[config.mk]
export PLATFORM = sky130hd
export DESIGN_NAME = pedal_adc_scaler_with_hysteresis
export DESIGN_NICKNAME = d
export VERILOG_FILES = /design/src/sv/pas_pkg.sv /design/src/sv/pas_front.sv /design/src/sv/pas_fifo.sv /design/src/sv/pas_back.sv /design/src/sv/pedal_adc_scaler_with_hysteresis.sv
export SDC_FILE = /design/constraint.sdc
export NUM_CORES = 1
export LEC_CHECK = 0
export BUFFER_PORTS_ARGS = -buffer_cell sky130_fd_sc_hd__buf_2
export CAP_MARGIN = 25
export CORE_ASPECT_RATIO = 1.75
export CORE_MARGIN = 4
export CORE_UTILIZATION = 45
export CTS_CLUSTER_SIZE = 28
export DETAILED_ROUTE_END_ITERATION = 10
export SLEW_MARGIN = 20
export SYNTH_ARGS = -nofsm -noshare
export SYNTH_HDL_FRONTEND = slang
export SYNTH_SLANG_ARGS = --single-unit
[constraint.sdc]
create_clock -name clk -period 16.2 [get_ports clk]
set_input_delay 0.81 -clock clk [delete_from_list [all_inputs] [get_ports clk]]
set_output_delay 0.81 -clock clk [all_outputs]
set_load 0.005 [all_outputs]
[src/sv/pas_pkg.sv]
// Shared types and constants of the pedal ADC scaler.
`default_nettype none

package pas_pkg;

	// Field widths fixed by the interface.
	localparam int PEDAL_W = 2;
	localparam int ADC_W = 12;
	localparam int TIME_W = 32;
	localparam int VAL_W = 7;

	// Pedal and window sizing. WINDOW_DEPTH must be a power of two so that
	// the average is a plain shift of the window sum.
	localparam int PEDAL_COUNT = 3;
	localparam int WINDOW_DEPTH = 16;
	localparam int CAL_PEDALS = 3;

	localparam logic [VAL_W-1:0] VAL_MAX = '1;
	localparam int MIN_GAP_MS = 20;

	// Scaling arithmetic: the sample is widened by 4 bits, end points by 9 bits.
	localparam int ADC_SHIFT = 4;
	localparam int CAL_SHIFT = 9;
	localparam int WIDE_W = ADC_W + ADC_SHIFT;
	localparam int DIVD_W = WIDE_W - 2;
	localparam int DIVS_W = VAL_W;
	localparam int REM_W = DIVS_W + 1;
	localparam int DIV_STEPS = DIVD_W;
	localparam int DSTEP_W = $clog2(DIV_STEPS + 1);

	// Window storage.
	localparam int WPTR_W = (WINDOW_DEPTH > 1) ? $clog2(WINDOW_DEPTH) : 1;
	localparam int WCNT_W = $clog2(WINDOW_DEPTH + 1);
	localparam int SUM_W = $clog2(WINDOW_DEPTH * (2 ** VAL_W - 1) + 1);
	localparam int AVG_SHIFT = $clog2(WINDOW_DEPTH);
	localparam int MEM_DEPTH = PEDAL_COUNT * WINDOW_DEPTH;
	localparam int MEM_AW = $clog2(MEM_DEPTH);

	// Configuration register map: index 2N is the A end point of pedal N,
	// index 2N+1 the B end point.
	localparam int CFG_IDX_W = 3;
	localparam int CFG_REG_COUNT = 2 * CAL_PEDALS;
	localparam logic CFG_SEL_HIGH = 1'b1;

	// Work queue between front and back.
	localparam int QDEPTH = 2;
	localparam int QPTR_W = (QDEPTH > 1) ? $clog2(QDEPTH) : 1;
	localparam int QCNT_W = $clog2(QDEPTH + 1);

	typedef struct packed {
		logic [PEDAL_W-1:0] pedal;
		logic [DIVD_W-1:0]  dividend;
		logic [DIVS_W-1:0]  divisor;
		logic               inv;
		logic [TIME_W-1:0]  now_ms;
	} pas_work_t;

endpackage

`default_nettype wire

[src/sv/pas_front.sv]
// Front end: calibration registers, sample acceptance and range classification.
`default_nettype none

module pas_front (
	input  logic                            clk,
	input  logic                            arst_n,
	input  logic                            push,
	input  logic                            q_full,
	input  logic [pas_pkg::PEDAL_W-1:0]     pedal_index,
	input  logic [pas_pkg::ADC_W-1:0]       adc_sample,
	input  logic [pas_pkg::TIME_W-1:0]      now_ms,
	input  logic                            cfg_valid,
	output logic                            cfg_ready,
	input  logic [pas_pkg::CFG_IDX_W-1:0]   cfg_index,
	input  logic [pas_pkg::VAL_W-1:0]       cfg_data,
	output logic                            q_push,
	output pas_pkg::pas_work_t              q_data
);

	logic [pas_pkg::VAL_W-1:0] low_q  [pas_pkg::CAL_PEDALS];
	logic [pas_pkg::VAL_W-1:0] high_q [pas_pkg::CAL_PEDALS];

	logic [pas_pkg::VAL_W-1:0]  cal_a, cal_b, lo, hi;
	logic                       inv;
	logic [pas_pkg::WIDE_W-1:0] v_wide, lo_wide, hi_wide, v_clamp, v_off;
	logic [1:0]                 cfg_pedal;

	assign cfg_ready = 1'b1;
	assign cfg_pedal = cfg_index[pas_pkg::CFG_IDX_W-1:1];

	always_ff @(posedge clk or negedge arst_n) begin
		if (!arst_n) begin
			for (int i = 0; i < pas_pkg::CAL_PEDALS; i++) begin
				low_q[i]  <= '0;
				high_q[i] <= pas_pkg::VAL_MAX;
			end
		end else if (cfg_valid && cfg_ready
				&& 32'(cfg_index) < pas_pkg::CFG_REG_COUNT) begin
			if (cfg_index[0] == pas_pkg::CFG_SEL_HIGH) begin
				high_q[cfg_pedal] <= cfg_data;
			end else begin
				low_q[cfg_pedal] <= cfg_data;
			end
		end
	end

	// Pedals without registers use the full 0..127 range.
	always_comb begin
		cal_a = '0;
		cal_b = pas_pkg::VAL_MAX;
		if (32'(pedal_index) < pas_pkg::CAL_PEDALS) begin
			cal_a = low_q[pedal_index];
			cal_b = high_q[pedal_index];
		end
	end

	assign inv = cal_a > cal_b;
	assign lo  = inv ? cal_b : cal_a;
	assign hi  = inv ? cal_a : cal_b;

	assign v_wide  = {adc_sample, {pas_pkg::ADC_SHIFT{1'b0}}};
	assign lo_wide = {lo, {pas_pkg::CAL_SHIFT{1'b0}}};
	assign hi_wide = {hi, {pas_pkg::CAL_SHIFT{1'b0}}};

	always_comb begin
		priority if (v_wide < lo_wide) begin
			v_clamp = lo_wide;
		end else if (v_wide > hi_wide) begin
			v_clamp = hi_wide;
		end else begin
			v_clamp = v_wide;
		end
	end

	// The offset is a multiple of 16 and the divisor is (hi - lo) * 4, so
	// dropping two bits from both keeps the quotient exact.
	assign v_off = v_clamp - lo_wide;

	assign q_push          = push && !q_full && (32'(pedal_index) < pas_pkg::PEDAL_COUNT);
	assign q_data.pedal    = pedal_index;
	assign q_data.dividend = v_off[pas_pkg::WIDE_W-1:2];
	assign q_data.divisor  = hi - lo;
	assign q_data.inv      = inv;
	assign q_data.now_ms   = now_ms;

endmodule

`default_nettype wire

[src/sv/pas_fifo.sv]
// Short work queue that decouples the front end from the back end.
`default_nettype none

module pas_fifo (
	input  logic               clk,
	input  logic               arst_n,
	input  logic               wr_en,
	input  pas_pkg::pas_work_t wr_data,
	output logic               full,
	input  logic               rd_en,
	output pas_pkg::pas_work_t rd_data,
	output logic               q_empty
);

	pas_pkg::pas_work_t                slot_q [pas_pkg::QDEPTH];
	logic [pas_pkg::QPTR_W-1:0]        wr_ptr_q, rd_ptr_q;
	logic [pas_pkg::QCNT_W-1:0]        count_q;
	logic                              do_wr, do_rd;

	assign full    = count_q == pas_pkg::QCNT_W'(pas_pkg::QDEPTH);
	assign q_empty = count_q == '0;
	assign do_wr   = wr_en && !full;
	assign do_rd   = rd_en && !q_empty;
	assign rd_data = slot_q[rd_ptr_q];

	always_ff @(posedge clk) begin
		if (do_wr) begin
			slot_q[wr_ptr_q] <= wr_data;
		end
	end

	always_ff @(posedge clk or negedge arst_n) begin
		if (!arst_n) begin
			wr_ptr_q <= '0;
			rd_ptr_q <= '0;
			count_q  <= '0;
		end else begin
			if (do_wr) begin
				wr_ptr_q <= (wr_ptr_q == pas_pkg::QPTR_W'(pas_pkg::QDEPTH - 1))
					? '0 : wr_ptr_q + 1'b1;
			end
			if (do_rd) begin
				rd_ptr_q <= (rd_ptr_q == pas_pkg::QPTR_W'(pas_pkg::QDEPTH - 1))
					? '0 : rd_ptr_q + 1'b1;
			end
			if (do_wr && !do_rd) begin
				count_q <= count_q + 1'b1;
			end else if (do_rd && !do_wr) begin
				count_q <= count_q - 1'b1;
			end
		end
	end

endmodule

`default_nettype wire

[src/sv/pas_back.sv]
// Back end: iterative divider, sample window, hysteresis decision and result register.
`default_nettype none

module pas_back (
	input  logic                         clk,
	input  logic                         arst_n,
	input  logic                         q_empty,
	input  pas_pkg::pas_work_t           q_data,
	output logic                         q_pop,
	output logic                         empty,
	input  logic                         pop,
	output logic [pas_pkg::PEDAL_W-1:0]  event_pedal,
	output logic [pas_pkg::VAL_W-1:0]    event_value
);

	typedef enum logic [1:0] {S_IDLE, S_DIV, S_SCALE, S_COMMIT} state_t;

	state_t                          state_q;
	pas_pkg::pas_work_t              item_q;
	logic [pas_pkg::DSTEP_W-1:0]     step_q;
	logic [pas_pkg::REM_W-1:0]       rem_q;
	logic [pas_pkg::DIVD_W-1:0]      quo_q;
	logic [pas_pkg::MEM_AW-1:0]      addr_q;
	logic [pas_pkg::VAL_W-1:0]       rd_q;
	logic [pas_pkg::VAL_W-1:0]       val_q;
	logic [pas_pkg::SUM_W-1:0]       sum_new_q;
	logic                            gap_ok_q;
	logic [pas_pkg::WPTR_W-1:0]      ptr_q       [pas_pkg::PEDAL_COUNT];
	logic [pas_pkg::WCNT_W-1:0]      fill_q      [pas_pkg::PEDAL_COUNT];
	logic [pas_pkg::SUM_W-1:0]       sum_q       [pas_pkg::PEDAL_COUNT];
	logic [pas_pkg::VAL_W-1:0]       last_val_q  [pas_pkg::PEDAL_COUNT];
	logic [pas_pkg::TIME_W-1:0]      last_time_q [pas_pkg::PEDAL_COUNT];
	logic                            out_valid_q;
	logic [pas_pkg::PEDAL_W-1:0]     out_pedal_q;
	logic [pas_pkg::VAL_W-1:0]       out_value_q;

	logic [pas_pkg::VAL_W-1:0]       win_mem [pas_pkg::MEM_DEPTH];

	logic [pas_pkg::MEM_AW-1:0]      rd_addr;
	logic [pas_pkg::REM_W-1:0]       trial, divs_ext;
	logic                            trial_ge;
	logic [pas_pkg::VAL_W-1:0]       q_sat, v_raw, v_scaled, old_val, avg, bmin, bmax;
	logic [pas_pkg::SUM_W-1:0]       sum_calc;
	logic [pas_pkg::TIME_W-1:0]      elapsed;
	logic                            slot_free, commit, hit, fire;

	assign q_pop = (state_q == S_IDLE) && !q_empty;

	assign rd_addr = pas_pkg::MEM_AW'(q_data.pedal) * pas_pkg::MEM_AW'(pas_pkg::WINDOW_DEPTH)
		+ pas_pkg::MEM_AW'(ptr_q[q_data.pedal]);

	// One restoring division step per cycle.
	assign divs_ext = {1'b0, item_q.divisor};
	assign trial    = {rem_q[pas_pkg::REM_W-2:0], quo_q[pas_pkg::DIVD_W-1]};
	assign trial_ge = trial >= divs_ext;

	// The quotient never exceeds 128; 128 saturates. A zero range gives zero.
	assign q_sat    = (quo_q > pas_pkg::DIVD_W'(pas_pkg::VAL_MAX))
		? pas_pkg::VAL_MAX : quo_q[pas_pkg::VAL_W-1:0];
	assign v_raw    = (item_q.divisor == '0) ? '0 : q_sat;
	assign v_scaled = item_q.inv ? pas_pkg::VAL_MAX - v_raw : v_raw;

	// Until the window has filled, the slot being replaced counts as zero.
	assign old_val  = (fill_q[item_q.pedal] == pas_pkg::WCNT_W'(pas_pkg::WINDOW_DEPTH))
		? rd_q : '0;
	assign sum_calc = sum_q[item_q.pedal] - pas_pkg::SUM_W'(old_val)
		+ pas_pkg::SUM_W'(v_scaled);
	assign elapsed  = item_q.now_ms - last_time_q[item_q.pedal];

	assign avg  = pas_pkg::VAL_W'(sum_new_q >> pas_pkg::AVG_SHIFT);
	assign bmax = (avg < pas_pkg::VAL_MAX) ? avg + 1'b1 : pas_pkg::VAL_MAX;
	assign bmin = (avg != '0) ? avg - 1'b1 : '0;

	assign slot_free = !out_valid_q || pop;
	assign commit    = (state_q == S_COMMIT) && slot_free;
	assign hit       = (val_q < bmin || val_q > bmax || val_q == '0 || val_q == pas_pkg::VAL_MAX)
		&& gap_ok_q && (val_q != last_val_q[item_q.pedal]);
	assign fire      = commit && hit;

	assign empty       = !out_valid_q;
	assign event_pedal = out_pedal_q;
	assign event_value = out_value_q;

	always_ff @(posedge clk) begin
		if (commit) begin
			win_mem[addr_q] <= val_q;
		end
		if (q_pop) begin
			rd_q <= win_mem[rd_addr];
		end
	end

	always_ff @(posedge clk or negedge arst_n) begin
		if (!arst_n) begin
			state_q     <= S_IDLE;
			item_q      <= '0;
			step_q      <= '0;
			rem_q       <= '0;
			quo_q       <= '0;
			addr_q      <= '0;
			val_q       <= '0;
			sum_new_q   <= '0;
			gap_ok_q    <= 1'b0;
			out_valid_q <= 1'b0;
			out_pedal_q <= '0;
			out_value_q <= '0;
			for (int i = 0; i < pas_pkg::PEDAL_COUNT; i++) begin
				ptr_q[i]       <= '0;
				fill_q[i]      <= '0;
				sum_q[i]       <= '0;
				last_val_q[i]  <= '0;
				last_time_q[i] <= '0;
			end
		end else begin
			// A new event may replace one that is popped in the same cycle.
			if (fire) begin
				out_valid_q <= 1'b1;
			end else if (out_valid_q && pop) begin
				out_valid_q <= 1'b0;
			end
			unique case (state_q)
				S_IDLE: begin
					if (!q_empty) begin
						item_q  <= q_data;
						addr_q  <= rd_addr;
						rem_q   <= '0;
						quo_q   <= q_data.dividend;
						step_q  <= '0;
						state_q <= S_DIV;
					end
				end
				S_DIV: begin
					rem_q  <= trial_ge ? trial - divs_ext : trial;
					quo_q  <= {quo_q[pas_pkg::DIVD_W-2:0], trial_ge};
					step_q <= step_q + 1'b1;
					if (step_q == pas_pkg::DSTEP_W'(pas_pkg::DIV_STEPS - 1)) begin
						state_q <= S_SCALE;
					end
				end
				S_SCALE: begin
					val_q     <= v_scaled;
					sum_new_q <= sum_calc;
					gap_ok_q  <= elapsed > pas_pkg::TIME_W'(pas_pkg::MIN_GAP_MS);
					state_q   <= S_COMMIT;
				end
				S_COMMIT: begin
					if (slot_free) begin
						sum_q[item_q.pedal] <= sum_new_q;
						ptr_q[item_q.pedal] <= (ptr_q[item_q.pedal]
							== pas_pkg::WPTR_W'(pas_pkg::WINDOW_DEPTH - 1))
							? '0 : ptr_q[item_q.pedal] + 1'b1;
						if (fill_q[item_q.pedal] != pas_pkg::WCNT_W'(pas_pkg::WINDOW_DEPTH)) begin
							fill_q[item_q.pedal] <= fill_q[item_q.pedal] + 1'b1;
						end
						if (hit) begin
							last_val_q[item_q.pedal]  <= val_q;
							last_time_q[item_q.pedal] <= item_q.now_ms;
							out_pedal_q               <= item_q.pedal;
							out_value_q               <= val_q;
						end
						state_q <= S_IDLE;
					end
				end
				default: state_q <= S_IDLE;
			endcase
		end
	end

	a_div_steps: assert property (@(posedge clk) disable iff (!arst_n)
		(state_q == S_DIV) |-> (step_q < pas_pkg::DSTEP_W'(pas_pkg::DIV_STEPS)))
		else $error("divider ran past its step count");

	a_pedal_range: assert property (@(posedge clk) disable iff (!arst_n)
		(state_q != S_IDLE) |-> (32'(item_q.pedal) < pas_pkg::PEDAL_COUNT))
		else $error("out-of-range pedal reached the back end");

	a_fill_bound: assert property (@(posedge clk) disable iff (!arst_n)
		(state_q == S_COMMIT)
		|-> (fill_q[item_q.pedal] <= pas_pkg::WCNT_W'(pas_pkg::WINDOW_DEPTH)))
		else $error("window fill count exceeds depth");

	a_fire_lands: assert property (@(posedge clk) disable iff (!arst_n)
		fire |=> (out_valid_q && state_q == S_IDLE))
		else $error("event was not placed in the result register");

endmodule

`default_nettype wire

[src/sv/pedal_adc_scaler_with_hysteresis.sv]
// Top level of the pedal ADC scaler with moving-average hysteresis.
//
// Each request carries one 12-bit ADC sample of one of three pedals together with a
// millisecond timestamp. The sample is clamped to the pedal's calibration range (two
// 7-bit end points, swapped and the result inverted when end point B lies below A),
// scaled to 0..127, and pushed into a 16-sample window for that pedal. An event
// (pedal, value) is produced only when the value lies outside the window average
// plus or minus one or sits at 0 or 127, differs from the last value reported for
// that pedal, and more than 20 ms have passed since that pedal's last event. Samples
// for a pedal index of 3 are accepted and dropped. In the back end each sample is
// taken from the work queue while its window slot is read, then scaled by the
// bit-serial divider; after that the scaled value and new window sum are formed,
// and last the window is updated and the event decided. The front end accepts
// requests into a two-entry work queue while the back end is busy, and the back
// end keeps dividing while one event waits on the result side; it holds each
// sample in its final step for as long as an earlier event is still unread.
// Calibration registers are written through the cfg port, which is always ready,
// and should only be written while no request is in flight.
`default_nettype none

module pedal_adc_scaler_with_hysteresis (
	input  logic                           clk,
	input  logic                           arst_n,
	input  logic                           push,
	output logic                           full,
	input  logic [pas_pkg::PEDAL_W-1:0]    pedal_index,
	input  logic [pas_pkg::ADC_W-1:0]      adc_sample,
	input  logic [pas_pkg::TIME_W-1:0]     now_ms,
	output logic                           empty,
	input  logic                           pop,
	output logic [pas_pkg::PEDAL_W-1:0]    event_pedal,
	output logic [pas_pkg::VAL_W-1:0]      event_value,
	input  logic                           cfg_valid,
	output logic                           cfg_ready,
	input  logic [pas_pkg::CFG_IDX_W-1:0]  cfg_index,
	input  logic [pas_pkg::VAL_W-1:0]      cfg_data
);

	// Work items travel from the front end to the back end through this queue.
	logic               q_push, q_pop, q_empty;
	pas_pkg::pas_work_t q_wr_data, q_rd_data;

	// The front end holds the calibration registers and turns a raw sample into
	// a dividend and divisor for the back end's divider.
	pas_front u_front (
		.clk         (clk),
		.arst_n      (arst_n),
		.push        (push),
		.q_full      (full),
		.pedal_index (pedal_index),
		.adc_sample  (adc_sample),
		.now_ms      (now_ms),
		.cfg_valid   (cfg_valid),
		.cfg_ready   (cfg_ready),
		.cfg_index   (cfg_index),
		.cfg_data    (cfg_data),
		.q_push      (q_push),
		.q_data      (q_wr_data)
	);

	// The queue being full is what back-pressures the input side.
	pas_fifo u_fifo (
		.clk     (clk),
		.arst_n  (arst_n),
		.wr_en   (q_push),
		.wr_data (q_wr_data),
		.full    (full),
		.rd_en   (q_pop),
		.rd_data (q_rd_data),
		.q_empty (q_empty)
	);

	// The back end owns the windows, the per-pedal history and the result register.
	pas_back u_back (
		.clk         (clk),
		.arst_n      (arst_n),
		.q_empty     (q_empty),
		.q_data      (q_rd_data),
		.q_pop       (q_pop),
		.empty       (empty),
		.pop         (pop),
		.event_pedal (event_pedal),
		.event_value (event_value)
	);

endmodule

`default_nettype wire

# Word level (Yosys, flattened, before mapping)
# Memory sizes are Yosys's and may differ from the RTL's. A register that Yosys moved wholly into a read port is not among the register bits.
# Index checks and enable logic that the tools add are counted.
[word_totals]
in_bits = 61
word_cells = 211
regBits = 327
ramBits = 448
output_inout_bits = 12
n_memories = 2
[mem_list]
columns = ["name", "words", "word_bits", "read_ports", "rd_clocked_by_memory_dff", "wr", "line_no", "source"]
rows = [
  ["u_back.win_mem", 48, 7, 1, 1, 1, "pas_back.sv:37", "logic [pas_pkg::VAL_W-1:0] win_mem [pas_pkg::MEM_DEPTH];"],
  ["u_fifo.slot_q", 2, 56, 1, 0, 1, "pas_fifo.sv:15", "pas_pkg::pas_work_t slot_q [pas_pkg::QDEPTH];"],
]
[op_classes]
n_lt_le_gt_ge = 17
bitwise = 6
add_sub_neg = 17
n_mux = 77
eq_ne = 13
n_reduce_logical = 40
[op_table]
columns = ["operator", "n"]
rows = [
  ["7-bit 2-to-1 mux", 20],
  ["96-bit bitwise mux", 1],
  ["32-bit 2-to-1 mux", 3],
  ["32-bit binary-select mux with 2-bit select", 1],
  ["32-bit demux with 2-bit select", 1],
  ["21-bit bitwise mux", 3],
  ["7-bit binary-select mux with 2-bit select", 3],
  ["33-bit bitwise mux", 1],
  ["11-bit 2-to-1 mux", 3],
  ["32-bit by 5-bit greater-than comparator with 1-bit output, second input constant", 1],
  ["16-bit 2-to-1 mux", 2],
  ["32-bit subtractor", 1],
  ["7-bit demux with 2-bit select", 2],
  ["4-bit 2-to-1 mux", 7],
  ["14-bit case mux with 2 select lines", 1],
  ["11-bit binary-select mux with 2-bit select", 1],
  ["11-bit demux with 2-bit select", 1],
  ["4-bit binary-select mux with 2-bit select", 2],
  ["16-bit greater-than comparator", 1],
  ["16-bit < comparator", 1],
  ["16-bit subtractor", 1],
  ["15-bit bitwise mux", 1],
  ["1-bit logical AND", 15],
  ["5-bit 2-to-1 mux", 3],
  ["other kinds (50)", 94],
]

# Logic depth before layout (Yosys ltp)
[depth]
depth_word = 11
mapped_depth = 32

# Hierarchy
# A second synthesis with hierarchy kept.
[hier_totals]
hier_cells = 2981
hier_area_um2 = 37698.7
[modules_own_cells]
columns = ["module", "n_inst", "area_each_um2", "cells_each"]
rows = [
  ["pas_back", 1, 29727.3, 2433],
  ["pas_fifo", 1, 4357.9, 193],
  ["pas_front", 1, 3613.5, 355],
]

# Worst setup path after synthesis
# No wires, ideal clock.
[synth_timing]
path_type = "input -> register"
start = "in pedal_index[0] (netlist bit)"
end = "mem u_fifo.slot_q[0][53] (netlist bit), data pin"
t_arrival_ns = 6.117
path_buffers = 2
required_ns = 15.936
setup_slack_ns = 9.819
stages = 29
setup_time_ns = 0.264
cell_sequence = "clkbuf_1 > nor2b_1 > a21oi_1 > inv_1 > ha_1 > nor2b_1 > o21a_1 > o2111ai_1 > nand3_1 > clkbuf_1 > and3_1 > or2_2 > inv_1 > ha_1 > o21a_1 > o21ai_1 > a21oi_1 > o31ai_1 > mux2_2 > mux2i_1 > ha_1 > inv_1 > fa_1 > a21oi_1 > nor2_1 > nor2_1 > o21bai_1 > a21oi_1 > xnor2_1"
[synth_lines]
columns = ["element", "line_no", "source"]
rows = [
  ["start, declared", "pedal_adc_scaler_with_hysteresis.sv:26", "input logic [pas_pkg::PEDAL_W-1:0] pedal_index,"],
  ["end, declared", "pas_fifo.sv:15", ""],
]

==> flow_metrics.py <==
metrics = {
    "timing": {
        "skew_ns": 0.0303,
        "tightest_slew_ns": 1.03,
        "max_freq_mhz": 144,
        "setup-tns-final_ns": 0,
        "report.final.slew_viol_count": 0,
        "period_needed_ns": 6.94,
        "finalCritPeriodShare_pct": 42.8,
        "timing_hold_violations_final": 0,
        "worst_slack_ns": 9.26,
        "rsz0062_at_grt": "false",
        "whs_ns": 0.240,
        "relSlewSlack_pct": 30.9,
        "setup_viol": 0,
    },
    "pwr": {
        "p_per_area_nw_per_um2": 219,
        "peakVddDrop_mv": 0.127,
        "leakagePower_uw": 0.0156,
    },
    "global_route": {
        "grt_max_degree": 156,
        "track_usage_pct": 20.1,
        "grt_pass1_wl_mm": 137,
        "grt_pass1_vias": 24300,
        "gr-total-overflow": 0,
        "antenna_found_initial": 0,
    },
    "clock_network": {
        "h-tree-depth": 3,
        "clkLatencyLatePin_ns": 0.65,
        "postCtsResizedCells": 0,
        "cts.clk_slew.worst_paths_ns": 0.06,
        "cts_sinks": 776,
        "cts_buffer_depth": 3,
        "cts_tree": "yes",
        "numCtsBuffers": 73,
        "cts_setup_buffers": 0,
        "cts_hold_buffers": 0,
        "root_buffer": "clkbuf_16",
    },
    "route": {
        "drt_iter0_drc": 1501,
        "route.detailed.drc": 0,
        "firstDrtPassIters": 7,
        "vias_per_cell": 5.66,
        "wl_per_cell_um": 21.3,
        "ant_nets": 0,
        "totalWireLength_mm": 86.8,
        "vias": 23100,
    },
    "final_layout": {
        "fin_nets": 3147,
        "final_common_cell": "edfxtp_1",
        "nFillCells": 7116,
        "diodes": 0,
        "register_area_um2": 21700,
        "multi_input_area_um2": 14000,
        "mostFrequentLayoutCells": "edfxtp_1 (451), nand2_1 (303), dfrtp_1 (294), mux2_2 (221), nor2_1 (176)",
        "final_layout_size_suffix_gt1_share_pct": 17.2,
        "area_growth_pct": 10.3,
    },
    "critical_path": {
        "cp-start-kind": "input pin",
        "crit_arrival_ns": 7.31,
        "critPathCaptureType": "flip-flop",
        "worst_path_max_delay_cell": "a21oi_1",
        "cp_common_cell": "a21oi_1",
        "critPathRequiredTime_ns": 16.57,
        "cp_max_fo": 19,
        "max_stage_delay_ns": 0.78,
        "crit_type": "in2reg",
    },
    "synth": {
        "synth_cell_types": 83,
        "netlist_area_um2": 36600,
        "netlist_instances": 2955,
        "synth-edff-count": 451,
        "ys_async_sr_fraction_pct": 41.9,
        "synth_area_per_cell_um2": 12.4,
        "ys_ff_latch": 776,
        "ys_warn_count": 0,
        "synth_flop_cell": "edfxtp_1",
        "syn_nets": 3129,
        "seq_area_frac_synth_pct": 59.2,
    },
    "floorplanning": {
        "fp.dieW_um": 224,
        "die_y_um": 386,
        "pin_count": 73,
        "core-area_um2": 80800,
        "die_area_um2": 86200,
        "start_util_pct": 45.4,
        "rows": 138,
    },
    "placement": {
        "io_buffer_count": 71,
        "place_ws_ns": 8.66,
        "place_hpwl_mm": 58.6,
        "place.gp.congestion": 0.880,
    },
    "min_path": {
        "min_path_type": "in2async",
    },
    "job": {
        "cap_viol_max_count": 0,
    },
    "outcome": {
        "status": "complete, no violations",
    },
}
-- logic make-up (layout without fill, tap and decap cells) --
group	count (synthesis)	in the layout	share of synthesized area (%)
buffers and inverters	233	310	2.70
other	1	1	0.0102
AO/OA/AOI/OAI	577	577	10.1
multiplexers	426	426	12.5
flip-flops	776	776	59.2
AND/OR/NAND/NOR	765	765	9.82
adder cells (fa/ha/maj)	113	113	4.06
XOR/XNOR	64	64	1.53
-- Yosys cell counts (8+ instances only) --
master | number | area (um2)
a211oi_1 | 85 | 638
o21a_1 | 9 | 67.6
mux2_1 | 30 | 338
nand2_1 | 303 | 1140
and2_0 | 17 | 106
a21oi_1 | 127 | 636
or3_1 | 8 | 50.1
buf_2 | 45 | 225
o21ai_0 | 146 | 731
a311oi_1 | 15 | 131
ha_1 | 103 | 1290
xor2_1 | 15 | 131
nor2b_1 | 21 | 131
o32ai_1 | 15 | 131
buf_1 | 27 | 101
nand2b_1 | 16 | 100
xnor2_1 | 49 | 429
a221oi_1 | 19 | 166
and3_1 | 31 | 194
inv_1 | 65 | 244
a21o_1 | 23 | 173
nor3_1 | 19 | 95.1
fa_1 | 10 | 200
and2_1 | 67 | 419
o21ai_1 | 8 | 40.0
a221o_1 | 11 | 110
dfstp_2 | 21 | 552
or2_2 | 12 | 75.1
clkbuf_1 | 84 | 315
mux2_2 | 221 | 2490
dfrtp_1 | 304 | 7610
nand4_1 | 19 | 119
nand3_1 | 31 | 155
o22ai_1 | 14 | 87.6
a31oi_1 | 48 | 300
edfxtp_1 | 451 | 13500
mux2i_1 | 173 | 1730
nor2_1 | 177 | 664
-- report_power, final --
group / leakage, uW / switching, uW / internal [uW]
clock network: 0.00116 / 734 / 976
logic: 0.00638 / 2450 / 1640
registers: 0.00804 / 370 / 2690
total: 0.0156 / 3550 / 5310
-- worst max-delay path, delay by kind of cell --
family | cells | cell delay, ns
compound gates | 13 | 2.93
fa+ha+maj | 4 | 1.32
buf+inv | 4 | 0.86
simple gates | 5 | 0.77
mux | 2 | 0.50
xor+xnor | 1 | 0.10
-- layout make-up --
cell class,instances,area share [%]
sequential,776,53.7
multi-input combinational,1946,34.7
clock buffer,100,5.10
tap,1050,3.25
timing repair buffer,110,1.76
clock inverter,34,0.793
inverter,66,0.613
-- final timing paths --
check | start | to | slack [ns] | cells past startpoint
setup / recovery | pedal_index[1] | u_fifo.slot_q[0][53] | 9.26 | 29
max in group asynchronous | arst_n | u_back.val_q[6] | 13.58 | 3
min in group clk | now_ms[17] | u_fifo.slot_q[0][17] | 0.36 | 1
setup reg to reg | u_front.low_q[1] | u_fifo.slot_q[0][53] | 9.60 | 29
hold reg to reg | u_back.sum_q[15] | u_back.sum_q[15] | 0.48 | 2
hold / removal | arst_n | u_back.item_q[15] | 0.24 | 1
-- registers in the layout, summed over array words and instances (netlist names), 11 cells and up --
register	flops
u_back.fill_q	15
u_back.item_q	33
u_back.last_time_q	96
u_back.last_val_q	21
u_back.ptr_q	12
u_back.quo_q	14
u_back.sum_new_q	11
u_back.sum_q	33
u_back.win_mem	336
u_fifo.slot_q	108
u_front.high_q	21
u_front.low_q	21
-- metrics by stage --
step                cell area (um2)  util [%]  total power [uW]  instances
finish                        40400      50.0              8860       4082
global route                  40400      50.0              9480       4082
CTS                           40400      50.0              8940       4079
detailed placement            38000      47.0              7200       3945
global placement              37900      46.9              7070       3942
floorplan                     36600         -              5990       2955
-- per-layer routing --
layer | global-route usage [%] | part of all wire, %
met5 | 0 | 0
met4 | 8.76 | 4.3
met3 | 2.39 | 3.0
met2 | 39.3 | 56
met1 | 21.5 | 37
Note: power is estimated with default switching activity, not from simulation.
